`config.mk`:
```
export PLATFORM = sky130hd
export DESIGN_NAME = integer_radix_text_formatter
export DESIGN_NICKNAME = d
export VERILOG_FILES = /design/src/design/ritf_pkg.sv /design/src/design/ritf_ctrl.sv /design/src/design/ritf_dp.sv /design/src/design/integer_radix_text_formatter.sv
export SDC_FILE = /design/constraint.sdc
export NUM_CORES = 1
export LEC_CHECK = 0
export ABC_AREA = 0
export BUFFER_PORTS_ARGS = -buffer_cell sky130_fd_sc_hd__buf_2
export CORE_MARGIN = 3
export CORE_UTILIZATION = 30
export DETAILED_ROUTE_END_ITERATION = 12
export SLEW_MARGIN = 40
export SYNTH_ARGS = -nofsm -noshare
export SYNTH_HDL_FRONTEND = slang
export SYNTH_SLANG_ARGS = --single-unit
```
`constraint.sdc`:
```
create_clock -name clk -period 17.34 [get_ports clk]
set_input_delay 3.468 -clock clk [delete_from_list [all_inputs] [get_ports clk]]
set_output_delay 3.468 -clock clk [all_outputs]
set_load 0.01 [all_outputs]
```
`src/design/ritf_pkg.sv`:
```
package ritf_pkg;

	localparam int DIGIT_SLOTS_DEF = 32;
	localparam int MAX_WIDTH_DEF   = 64;

	localparam int FLAG_ZEROPAD = 0;
	localparam int FLAG_SIGNED  = 1;
	localparam int FLAG_PLUS    = 2;
	localparam int FLAG_SPACE   = 3;
	localparam int FLAG_LEFT    = 4;
	localparam int FLAG_PREFIX  = 5;
	localparam int FLAG_LOWER   = 6;

	localparam logic [5:0] RADIX_MIN = 6'd2;
	localparam logic [5:0] RADIX_MAX = 6'd36;
	localparam logic [5:0] RADIX_HEX = 6'd16;
	localparam logic [5:0] RADIX_OCT = 6'd8;

	localparam logic [7:0] CH_NONE  = 8'h00;
	localparam logic [7:0] CH_SPACE = 8'h20;
	localparam logic [7:0] CH_PLUS  = 8'h2B;
	localparam logic [7:0] CH_MINUS = 8'h2D;
	localparam logic [7:0] CH_ZERO  = 8'h30;
	localparam logic [7:0] CH_X_UP  = 8'h58;
	localparam logic [7:0] CH_X_LO  = 8'h78;
	localparam logic [7:0] CH_A_UP  = 8'h41;
	localparam logic [7:0] CH_A_LO  = 8'h61;

	typedef enum logic [2:0] {
		ST_IDLE,
		ST_DIV,
		ST_PREP,
		ST_BOUND,
		ST_EMIT
	} ritf_state_t;

	typedef struct packed {
		logic ld_in;
		logic ld_err;
		logic div_step;
		logic prep;
		logic bound;
		logic emit;
	} ritf_cmd_t;

	typedef struct packed {
		logic bad_in;
		logic div_done;
		logic emit_end;
	} ritf_stat_t;

	function automatic logic [7:0] digit_char(input logic [5:0] d, input logic lower);
		logic [7:0] base;
		base = lower ? CH_A_LO : CH_A_UP;
		if (d < 6'd10)
			return CH_ZERO + {2'b00, d};
		else
			return base + {2'b00, d} - 8'd10;
	endfunction

endpackage

```
`src/design/ritf_ctrl.sv`:
```
module ritf_ctrl
	import ritf_pkg::*;
(
	input  logic       clk,
	input  logic       arst_n,
	input  logic       in_valid,
	output logic       in_stall,
	output logic       out_valid,
	input  logic       out_stall,
	input  ritf_stat_t stat,
	output ritf_cmd_t  cmd
);

	ritf_state_t state_q;
	ritf_state_t state_d;
	logic        out_valid_q;
	logic        slot_free;
	logic        accept;

	assign slot_free = !out_valid_q || !out_stall;
	assign in_stall  = (state_q != ST_IDLE) || !slot_free;
	assign accept    = in_valid && !in_stall;
	assign out_valid = out_valid_q;

	always_comb begin
		state_d = state_q;
		case (state_q)
			ST_IDLE:  if (accept && !stat.bad_in) state_d = ST_DIV;
			ST_DIV:   if (stat.div_done) state_d = ST_PREP;
			ST_PREP:  state_d = ST_BOUND;
			ST_BOUND: state_d = ST_EMIT;
			ST_EMIT:  if (slot_free && stat.emit_end) state_d = ST_IDLE;
			default:  state_d = ST_IDLE;
		endcase
	end

	always_comb begin
		cmd = '0;
		case (state_q)
			ST_IDLE: begin
				cmd.ld_in  = accept && !stat.bad_in;
				cmd.ld_err = accept && stat.bad_in;
			end
			ST_DIV:   cmd.div_step = 1'b1;
			ST_PREP:  cmd.prep = 1'b1;
			ST_BOUND: cmd.bound = 1'b1;
			ST_EMIT:  cmd.emit = slot_free;
			default:  cmd = '0;
		endcase
	end

	always_ff @(posedge clk or negedge arst_n) begin
		if (!arst_n) begin
			state_q     <= ST_IDLE;
			out_valid_q <= 1'b0;
		end else begin
			state_q <= state_d;
			if (cmd.ld_err || cmd.emit)
				out_valid_q <= 1'b1;
			else if (!out_stall)
				out_valid_q <= 1'b0;
		end
	end

endmodule

```
`src/design/ritf_dp.sv`:
```
module ritf_dp
	import ritf_pkg::*;
#(
	parameter int DIGIT_SLOTS = DIGIT_SLOTS_DEF,
	parameter int MAX_WIDTH   = MAX_WIDTH_DEF
) (
	input  logic        clk,
	input  logic        arst_n,
	input  ritf_cmd_t   cmd,
	output ritf_stat_t  stat,
	input  logic [31:0] value,
	input  logic [5:0]  radix,
	input  logic [6:0]  width,
	input  logic [5:0]  precision,
	input  logic [6:0]  format_flags,
	output logic [7:0]  out_char,
	output logic        last,
	output logic        bad_radix
);

	localparam int AW = $clog2(DIGIT_SLOTS);
	localparam int CW = $clog2(DIGIT_SLOTS + 1);
	localparam int PW = $clog2(MAX_WIDTH);

	logic [5:0]    mem [DIGIT_SLOTS];
	logic [5:0]    rd_q;
	logic [AW-1:0] idx_q;
	logic [AW-1:0] idx_d;

	logic [31:0]   quo_q;
	logic [5:0]    rem_q;
	logic [1:0]    chunk_q;
	logic [CW-1:0] dcnt_q;
	logic [5:0]    radix_q;
	logic [6:0]    width_q;
	logic [5:0]    prec_q;
	logic [7:0]    sign_q;
	logic [1:0]    pfx_q;
	logic          zp_q;
	logic          left_q;
	logic          lower_q;

	logic [6:0]    pw_q;
	logic [7:0]    sp_q;
	logic [7:0]    b1_q, b2_q, b3_q, b5_q, b6_q, total_q;
	logic [PW-1:0] pos_q;

	logic [7:0]    out_char_q;
	logic          last_q;
	logic          bad_q;

	logic [7:0]    qbits;
	logic [5:0]    rem_d;
	logic [31:0]   quo_d;
	logic          neg;
	logic [6:0]    nd7;
	logic [6:0]    pw_d;
	logic signed [8:0] size_d;
	logic [7:0]    lead, pad, trail, b1, b2, b3, b4, b5, b6;
	logic [7:0]    pe;
	logic          in_dig;
	logic [7:0]    ch;

	assign stat.bad_in = (radix < RADIX_MIN) || (radix > RADIX_MAX);

	// 8 quotient bits per cycle, restoring
	always_comb begin
		logic [6:0] rr;
		logic [5:0] r;
		r     = rem_q;
		qbits = '0;
		for (int i = 0; i < 8; i++) begin
			rr = {r, quo_q[31-i]};
			if (rr >= {1'b0, radix_q}) begin
				qbits[7-i] = 1'b1;
				r = 6'(rr - {1'b0, radix_q});
			end else begin
				r = rr[5:0];
			end
		end
		rem_d = r;
	end

	assign quo_d         = {quo_q[23:0], qbits};
	assign stat.div_done = (chunk_q == 2'd3) && (quo_d == 32'd0);

	assign neg = format_flags[FLAG_SIGNED] && value[31];

	assign nd7    = 7'(dcnt_q);
	assign pw_d   = ({1'b0, prec_q} > nd7) ? {1'b0, prec_q} : nd7;
	assign size_d = $signed({2'b00, width_q}) - $signed({8'd0, (sign_q != CH_NONE)})
		- $signed({7'd0, pfx_q}) - $signed({2'b00, pw_d});

	assign lead  = (!zp_q && !left_q) ? sp_q : 8'd0;
	assign pad   = zp_q ? sp_q : 8'd0;
	assign trail = left_q ? sp_q : 8'd0;
	assign b1    = lead;
	assign b2    = b1 + {7'd0, (sign_q != CH_NONE)};
	assign b3    = b2 + {6'd0, pfx_q};
	assign b4    = b3 + pad;
	assign b5    = b4 + {1'b0, pw_q} - {1'b0, nd7};
	assign b6    = b5 + {1'b0, nd7};

	assign pe            = 8'(pos_q);
	assign in_dig        = (pe >= b5_q) && (pe < b6_q);
	assign stat.emit_end = (pe == total_q - 8'd1) || (pos_q == PW'(MAX_WIDTH - 1));

	always_comb begin
		if (pe < b1_q)
			ch = CH_SPACE;
		else if (pe < b2_q)
			ch = sign_q;
		else if (pe < b3_q)
			ch = (pe == b2_q) ? CH_ZERO : (lower_q ? CH_X_LO : CH_X_UP);
		else if (pe < b5_q)
			ch = CH_ZERO;
		else if (pe < b6_q)
			ch = digit_char(rd_q, lower_q);
		else
			ch = CH_SPACE;
	end

	always_comb begin
		idx_d = idx_q;
		if (cmd.prep)
			idx_d = AW'(dcnt_q - CW'(1));
		else if (cmd.emit && in_dig)
			idx_d = idx_q - AW'(1);
	end

	always_ff @(posedge clk) begin
		if (cmd.div_step && chunk_q == 2'd3 && dcnt_q < CW'(DIGIT_SLOTS))
			mem[dcnt_q[AW-1:0]] <= rem_d;
		rd_q <= mem[idx_d];
	end

	always_ff @(posedge clk or negedge arst_n) begin
		if (!arst_n) begin
			chunk_q <= '0;
			dcnt_q  <= '0;
			pos_q   <= '0;
			idx_q   <= '0;
		end else begin
			idx_q <= idx_d;
			if (cmd.ld_in) begin
				chunk_q <= '0;
				dcnt_q  <= '0;
			end else if (cmd.div_step) begin
				chunk_q <= chunk_q + 2'd1;
				if (chunk_q == 2'd3 && dcnt_q < CW'(DIGIT_SLOTS))
					dcnt_q <= dcnt_q + CW'(1);
			end
			if (cmd.bound)
				pos_q <= '0;
			else if (cmd.emit)
				pos_q <= pos_q + PW'(1);
		end
	end

	always_ff @(posedge clk) begin
		if (cmd.ld_in) begin
			quo_q   <= neg ? 32'd0 - value : value;
			rem_q   <= '0;
			radix_q <= radix;
			width_q <= width;
			prec_q  <= precision;
			zp_q    <= format_flags[FLAG_ZEROPAD] && !format_flags[FLAG_LEFT];
			left_q  <= format_flags[FLAG_LEFT];
			lower_q <= format_flags[FLAG_LOWER];
			if (neg)
				sign_q <= CH_MINUS;
			else if (format_flags[FLAG_PLUS])
				sign_q <= CH_PLUS;
			else if (format_flags[FLAG_SPACE])
				sign_q <= CH_SPACE;
			else
				sign_q <= CH_NONE;
			if (!format_flags[FLAG_PREFIX])
				pfx_q <= 2'd0;
			else if (radix == RADIX_HEX)
				pfx_q <= 2'd2;
			else if (radix == RADIX_OCT)
				pfx_q <= 2'd1;
			else
				pfx_q <= 2'd0;
		end else if (cmd.div_step) begin
			quo_q <= quo_d;
			rem_q <= (chunk_q == 2'd3) ? 6'd0 : rem_d;
		end
		if (cmd.prep) begin
			pw_q <= pw_d;
			sp_q <= (size_d > 9'sd0) ? size_d[7:0] : 8'd0;
		end
		if (cmd.bound) begin
			b1_q    <= b1;
			b2_q    <= b2;
			b3_q    <= b3;
			b5_q    <= b5;
			b6_q    <= b6;
			total_q <= b6 + trail;
		end
		if (cmd.ld_err) begin
			out_char_q <= CH_NONE;
			last_q     <= 1'b1;
			bad_q      <= 1'b1;
		end else if (cmd.emit) begin
			out_char_q <= ch;
			last_q     <= stat.emit_end;
			bad_q      <= 1'b0;
		end
	end

	assign out_char  = out_char_q;
	assign last      = last_q;
	assign bad_radix = bad_q;

	a_rem_below_radix: assert property (@(posedge clk) disable iff (!arst_n)
		cmd.div_step |-> rem_q < radix_q)
		else $error("partial remainder not below radix");

	a_pos_in_text: assert property (@(posedge clk) disable iff (!arst_n)
		cmd.emit |-> pe < total_q)
		else $error("emit position past end of text");

	a_digit_written: assert property (@(posedge clk) disable iff (!arst_n)
		(cmd.emit && in_dig) |-> CW'(idx_q) < dcnt_q)
		else $error("digit read beyond stored digits");

	a_digit_count: assert property (@(posedge clk) disable iff (!arst_n)
		(cmd.div_step && chunk_q == 2'd3 && dcnt_q < CW'(DIGIT_SLOTS))
		|=> dcnt_q == $past(dcnt_q) + CW'(1))
		else $error("digit count did not advance");

endmodule

```
`src/design/integer_radix_text_formatter.sv`:
```
// Flow: the radix divider yields each digit by dividing the 32-bit quotient,
// 8 quotient bits a cycle, then the PREP and BOUND setup states run, then one
// character per cycle while out_stall is low. No new word is taken until the
// last character of an item is out; a bad radix word gives one bad_radix item.
// Reset: asynchronous active-low arst_n clears the controller and output valid.
module integer_radix_text_formatter
	import ritf_pkg::*;
#(
	parameter int DIGIT_SLOTS = DIGIT_SLOTS_DEF,
	parameter int MAX_WIDTH   = MAX_WIDTH_DEF
) (
	input  logic        clk,
	input  logic        arst_n,
	input  logic        in_valid,
	output logic        in_stall,
	input  logic [31:0] value,
	input  logic [5:0]  radix,
	input  logic [6:0]  width,
	input  logic [5:0]  precision,
	input  logic [6:0]  format_flags,
	output logic        out_valid,
	input  logic        out_stall,
	output logic [7:0]  out_char,
	output logic        last,
	output logic        bad_radix
);

	ritf_cmd_t  cmd;
	ritf_stat_t stat;

	ritf_ctrl u_ctrl (
		.clk       (clk),
		.arst_n    (arst_n),
		.in_valid  (in_valid),
		.in_stall  (in_stall),
		.out_valid (out_valid),
		.out_stall (out_stall),
		.stat      (stat),
		.cmd       (cmd)
	);

	ritf_dp #(
		.DIGIT_SLOTS (DIGIT_SLOTS),
		.MAX_WIDTH   (MAX_WIDTH)
	) u_dp (
		.clk          (clk),
		.arst_n       (arst_n),
		.cmd          (cmd),
		.stat         (stat),
		.value        (value),
		.radix        (radix),
		.width        (width),
		.precision    (precision),
		.format_flags (format_flags),
		.out_char     (out_char),
		.last         (last),
		.bad_radix    (bad_radix)
	);

endmodule
```
==> impl_metrics.tcl <==
set metrics [dict create \
    yosys_warnings 0 \
    synth_top_cells_by_count "edfxtp_1, nor2_1, ha_1" \
    max_stage_delay_ps 440 \
    criticalPathCategory "reg2reg" \
    yosysTopAreaCell "edfxtp_1" \
    core_area_um2 68800 \
    drv_slew 0 \
    clk_latency_ps 560 \
    clkTransAtPathRegs_ps 60 \
    clkSinkCount 359 \
    grtUsageMet2 0.238 \
    synth_top_area_frac 0.451 \
    ant_nets 0 \
    grt_pass1_wl_um 82500 \
    setup_viol 0 \
    syn_nets 2006 \
    yosysMostFrequentCell "edfxtp_1" \
    max-cap-violations 0 \
    pwr-share-comb 0.015 \
    synth_cell_type_count 91 \
    place.gp.congestion 0.912 \
    place_ws_ps 485 \
    vias 14300 \
    route.detailed.drc 0 \
    fmax_mhz 62.8 \
    wl_per_cell_um 18.5 \
    drive_gt1_frac 0.144 \
    tritoncts "built" \
    met1_usage 0.186 \
    cts-root-buf "clkbuf_16" \
    grt-busiest-layer "met2" \
    rows 96 \
    end_kind "flip-flop" \
    wl_um 52700 \
    start_kind "flip-flop" \
    slew_headroom 0.442 \
    cts_buffers 40 \
    skew_ps 9.56 \
    synth.cell_area_um2 20900 \
    rsz0062_at_grt "false" \
    finalNetCount 2107 \
    met3_usage 0.0251 \
    synth_seq_cells 359 \
    syn_avg_cell_area_um2 11.7 \
    worst-slew-pin-transition_ps 831 \
    final.setup.tns_ps 0 \
    ioPinCount 74 \
    synth_edf_count 314 \
    area_growth_pct 14.5 \
    final_core_util 0.347 \
    swShare 0.200 \
    htree_levels 2 \
    first_pass_iters 5 \
    antennaDiodeCount 0 \
    antenna_found_initial 1 \
    globalRouteOverflowTotal 0 \
    vias_per_cell 5.03 \
    worst_slack_ps 1420 \
    cts_hold_buf 0 \
    intPower_w 0.00144 \
    slowest_stage "a211o_1" \
    synthArstFlopShare 0.0641 \
    period_needed_ps 15920 \
    first_iter_violations 1016 \
    dieArea_um2 72800 \
    grt_max_degree 95 \
    powerDensity_nw_per_um2 75.3 \
    netlist_instances 1779 \
    die_w_um 270 \
    die_y_um 270 \
    dp_hpwl_um 38800 \
    initial_core_util 0.303 \
    synth_area_leaders "edfxtp_1, ha_1, mux4_2, xnor2_1, nor2_1" \
    cellLeakagePower_nw 9.27 \
    cp.arrival_ps 16180 \
    holdCritPathClass "reg2reg" \
    path_max_fanout 32 \
    required_ps 17600 \
    port_buffers 73 \
    cts_buffer_depth 3 \
    ys.flop_type "edfxtp_1" \
    ir_worst_vdd_uv 54.8 \
    status "finished, final reports clean" \
    grt_util_all_layers 0.143 \
    pwr-share-clk 0.470 \
    grt_pass1_vias 14700 \
    period_share 0.918 \
    p_sw_w 0.000360 \
    power_frac_seq 0.515 \
    timing.final.hold_violations 0 \
    ys_seq_area_frac 0.500 \
]
[layout by cell type, fill, tap and decap left out, types with 16 or more instances in the layout]
cell,count
a21o_1,40
a21oi_1,93
a22oi_1,16
and2_1,25
buf_2,73
buf_4,24
clkbuf_16,42
dfrtp_1,23
dfxtp_1,22
edfxtp_1,314
fa_1,26
ha_1,138
inv_1,134
mux2_2,17
mux2i_1,24
mux4_2,38
nand2_1,109
nand2b_1,29
nand3_1,30
nor2_1,159
nor2b_1,22
nor3_1,20
nor4_1,16
o211ai_1,16
o21a_1,19
o21ai_0,54
xnor2_1,76
xor2_1,46
[power groups by stage]
stage          Sequential (W)  Combinational [W]  Clock (W)
2_1_floorplan        0.000945          0.0000104          0
3_3_place_gp         0.000945          0.0000268          0
3_5_place_dp         0.000945          0.0000274          0
4_1_cts              0.000927          0.0000276   0.000869
5_1_grt              0.000927          0.0000305   0.000903
6_report             0.000927          0.0000276   0.000846
[metrics by stage]
step           total power (W)  cells  hold WS (ps)  cell area, µm²
3_5_place_dp          0.000973   2766           442           22500
3_3_place_gp          0.000972   2766           435           22400
6_report               0.00180   2842           450           23900
2_1_floorplan         0.000956   1779           454           20900
5_1_grt                0.00186   2842           478           23900
4_1_cts                0.00182   2839           456           23800
[state kept, by name (all words and copies together), names as in the netlist, 2 cells and up]
register        count
u_dp.dcnt_q         6
u_dp.quo_q         32
u_dp.pos_q          6
u_dp.idx_q          5
u_dp.b2_q           8
u_dp.rd_q           6
u_dp.b3_q           8
u_dp.chunk_q        2
u_dp.mem          192
u_dp.b6_q           8
u_ctrl.state_q      3
u_dp.width_q        7
u_dp.sign_q         4
u_dp.prec_q         6
u_dp.pw_q           6
u_dp.radix_q        6
u_dp.rem_q          6
u_dp.b1_q           8
u_dp.total_q        8
u_dp.b5_q           8
u_dp.sp_q           8
u_dp.pfx_q          2
u_dp.out_char       8
[layer usage]
layer | routed length, µm | share of wire
met1 | 23500 | 0.45
met2 | 24600 | 0.47
met3 | 2780 | 0.053
met4 | 1780 | 0.034
met5 | 0 | 0
[logic make-up after synthesis]
kind of cell               after synthesis  synth area share
and+or+nand+nor                        471             0.109
buffers and inverters                  183            0.0346
AOI/OAI and AO/OA                      395             0.133
DFF                                    359             0.500
muxes                                   84            0.0644
adders and majority gates              165             0.108
xor gates and xnor gates               122            0.0512
[critical path: cells and delay by family (launching register included)]
family          cells  cell delay, ps
fa+ha+maj           8            2590
compound gates     42            8630
mux                 1             420
buf+inv             7             940
simple gates       19            2710
flops               1             320
[worst paths after layout]
| path | slack [ps] | cells past startpoint | to | start |
|---|---|---|---|---|
| max in group asynchronous | 14030 | 1 | u_ctrl.state_q[1] | arst_n |
| min in group asynchronous | 2910 | 1 | u_ctrl.out_valid | arst_n |
| hold / removal | 450 | 1 | u_dp.bad_radix | u_dp.bad_radix |
| setup / recovery | 1420 | 77 | u_dp.mem[27][2] | u_dp.radix_q[3] |
| setup reg to reg | 1420 | 77 | u_dp.mem[27][2] | u_dp.radix_q[3] |
| hold reg to reg | 450 | 1 | u_dp.bad_radix | u_dp.bad_radix |
[layout make-up]
class | instances | area [µm²]
Multi-Input combinational cell | 1237 | 9860
Inverter | 140 | 526
Clock buffer | 55 | 1130
Sequential cell | 359 | 10400
Clock inverter | 18 | 183
Fill cell | 6805 | 44900
Timing Repair Buffer | 102 | 602
Tap cell | 931 | 1160
[what timing repair did]
item	4_1_cts	5_1_grt
gates resized for setup	0	20
endpoints found under the setup margin	0	201
setup buffers	0	3
(Power assumes the default switching activity.)
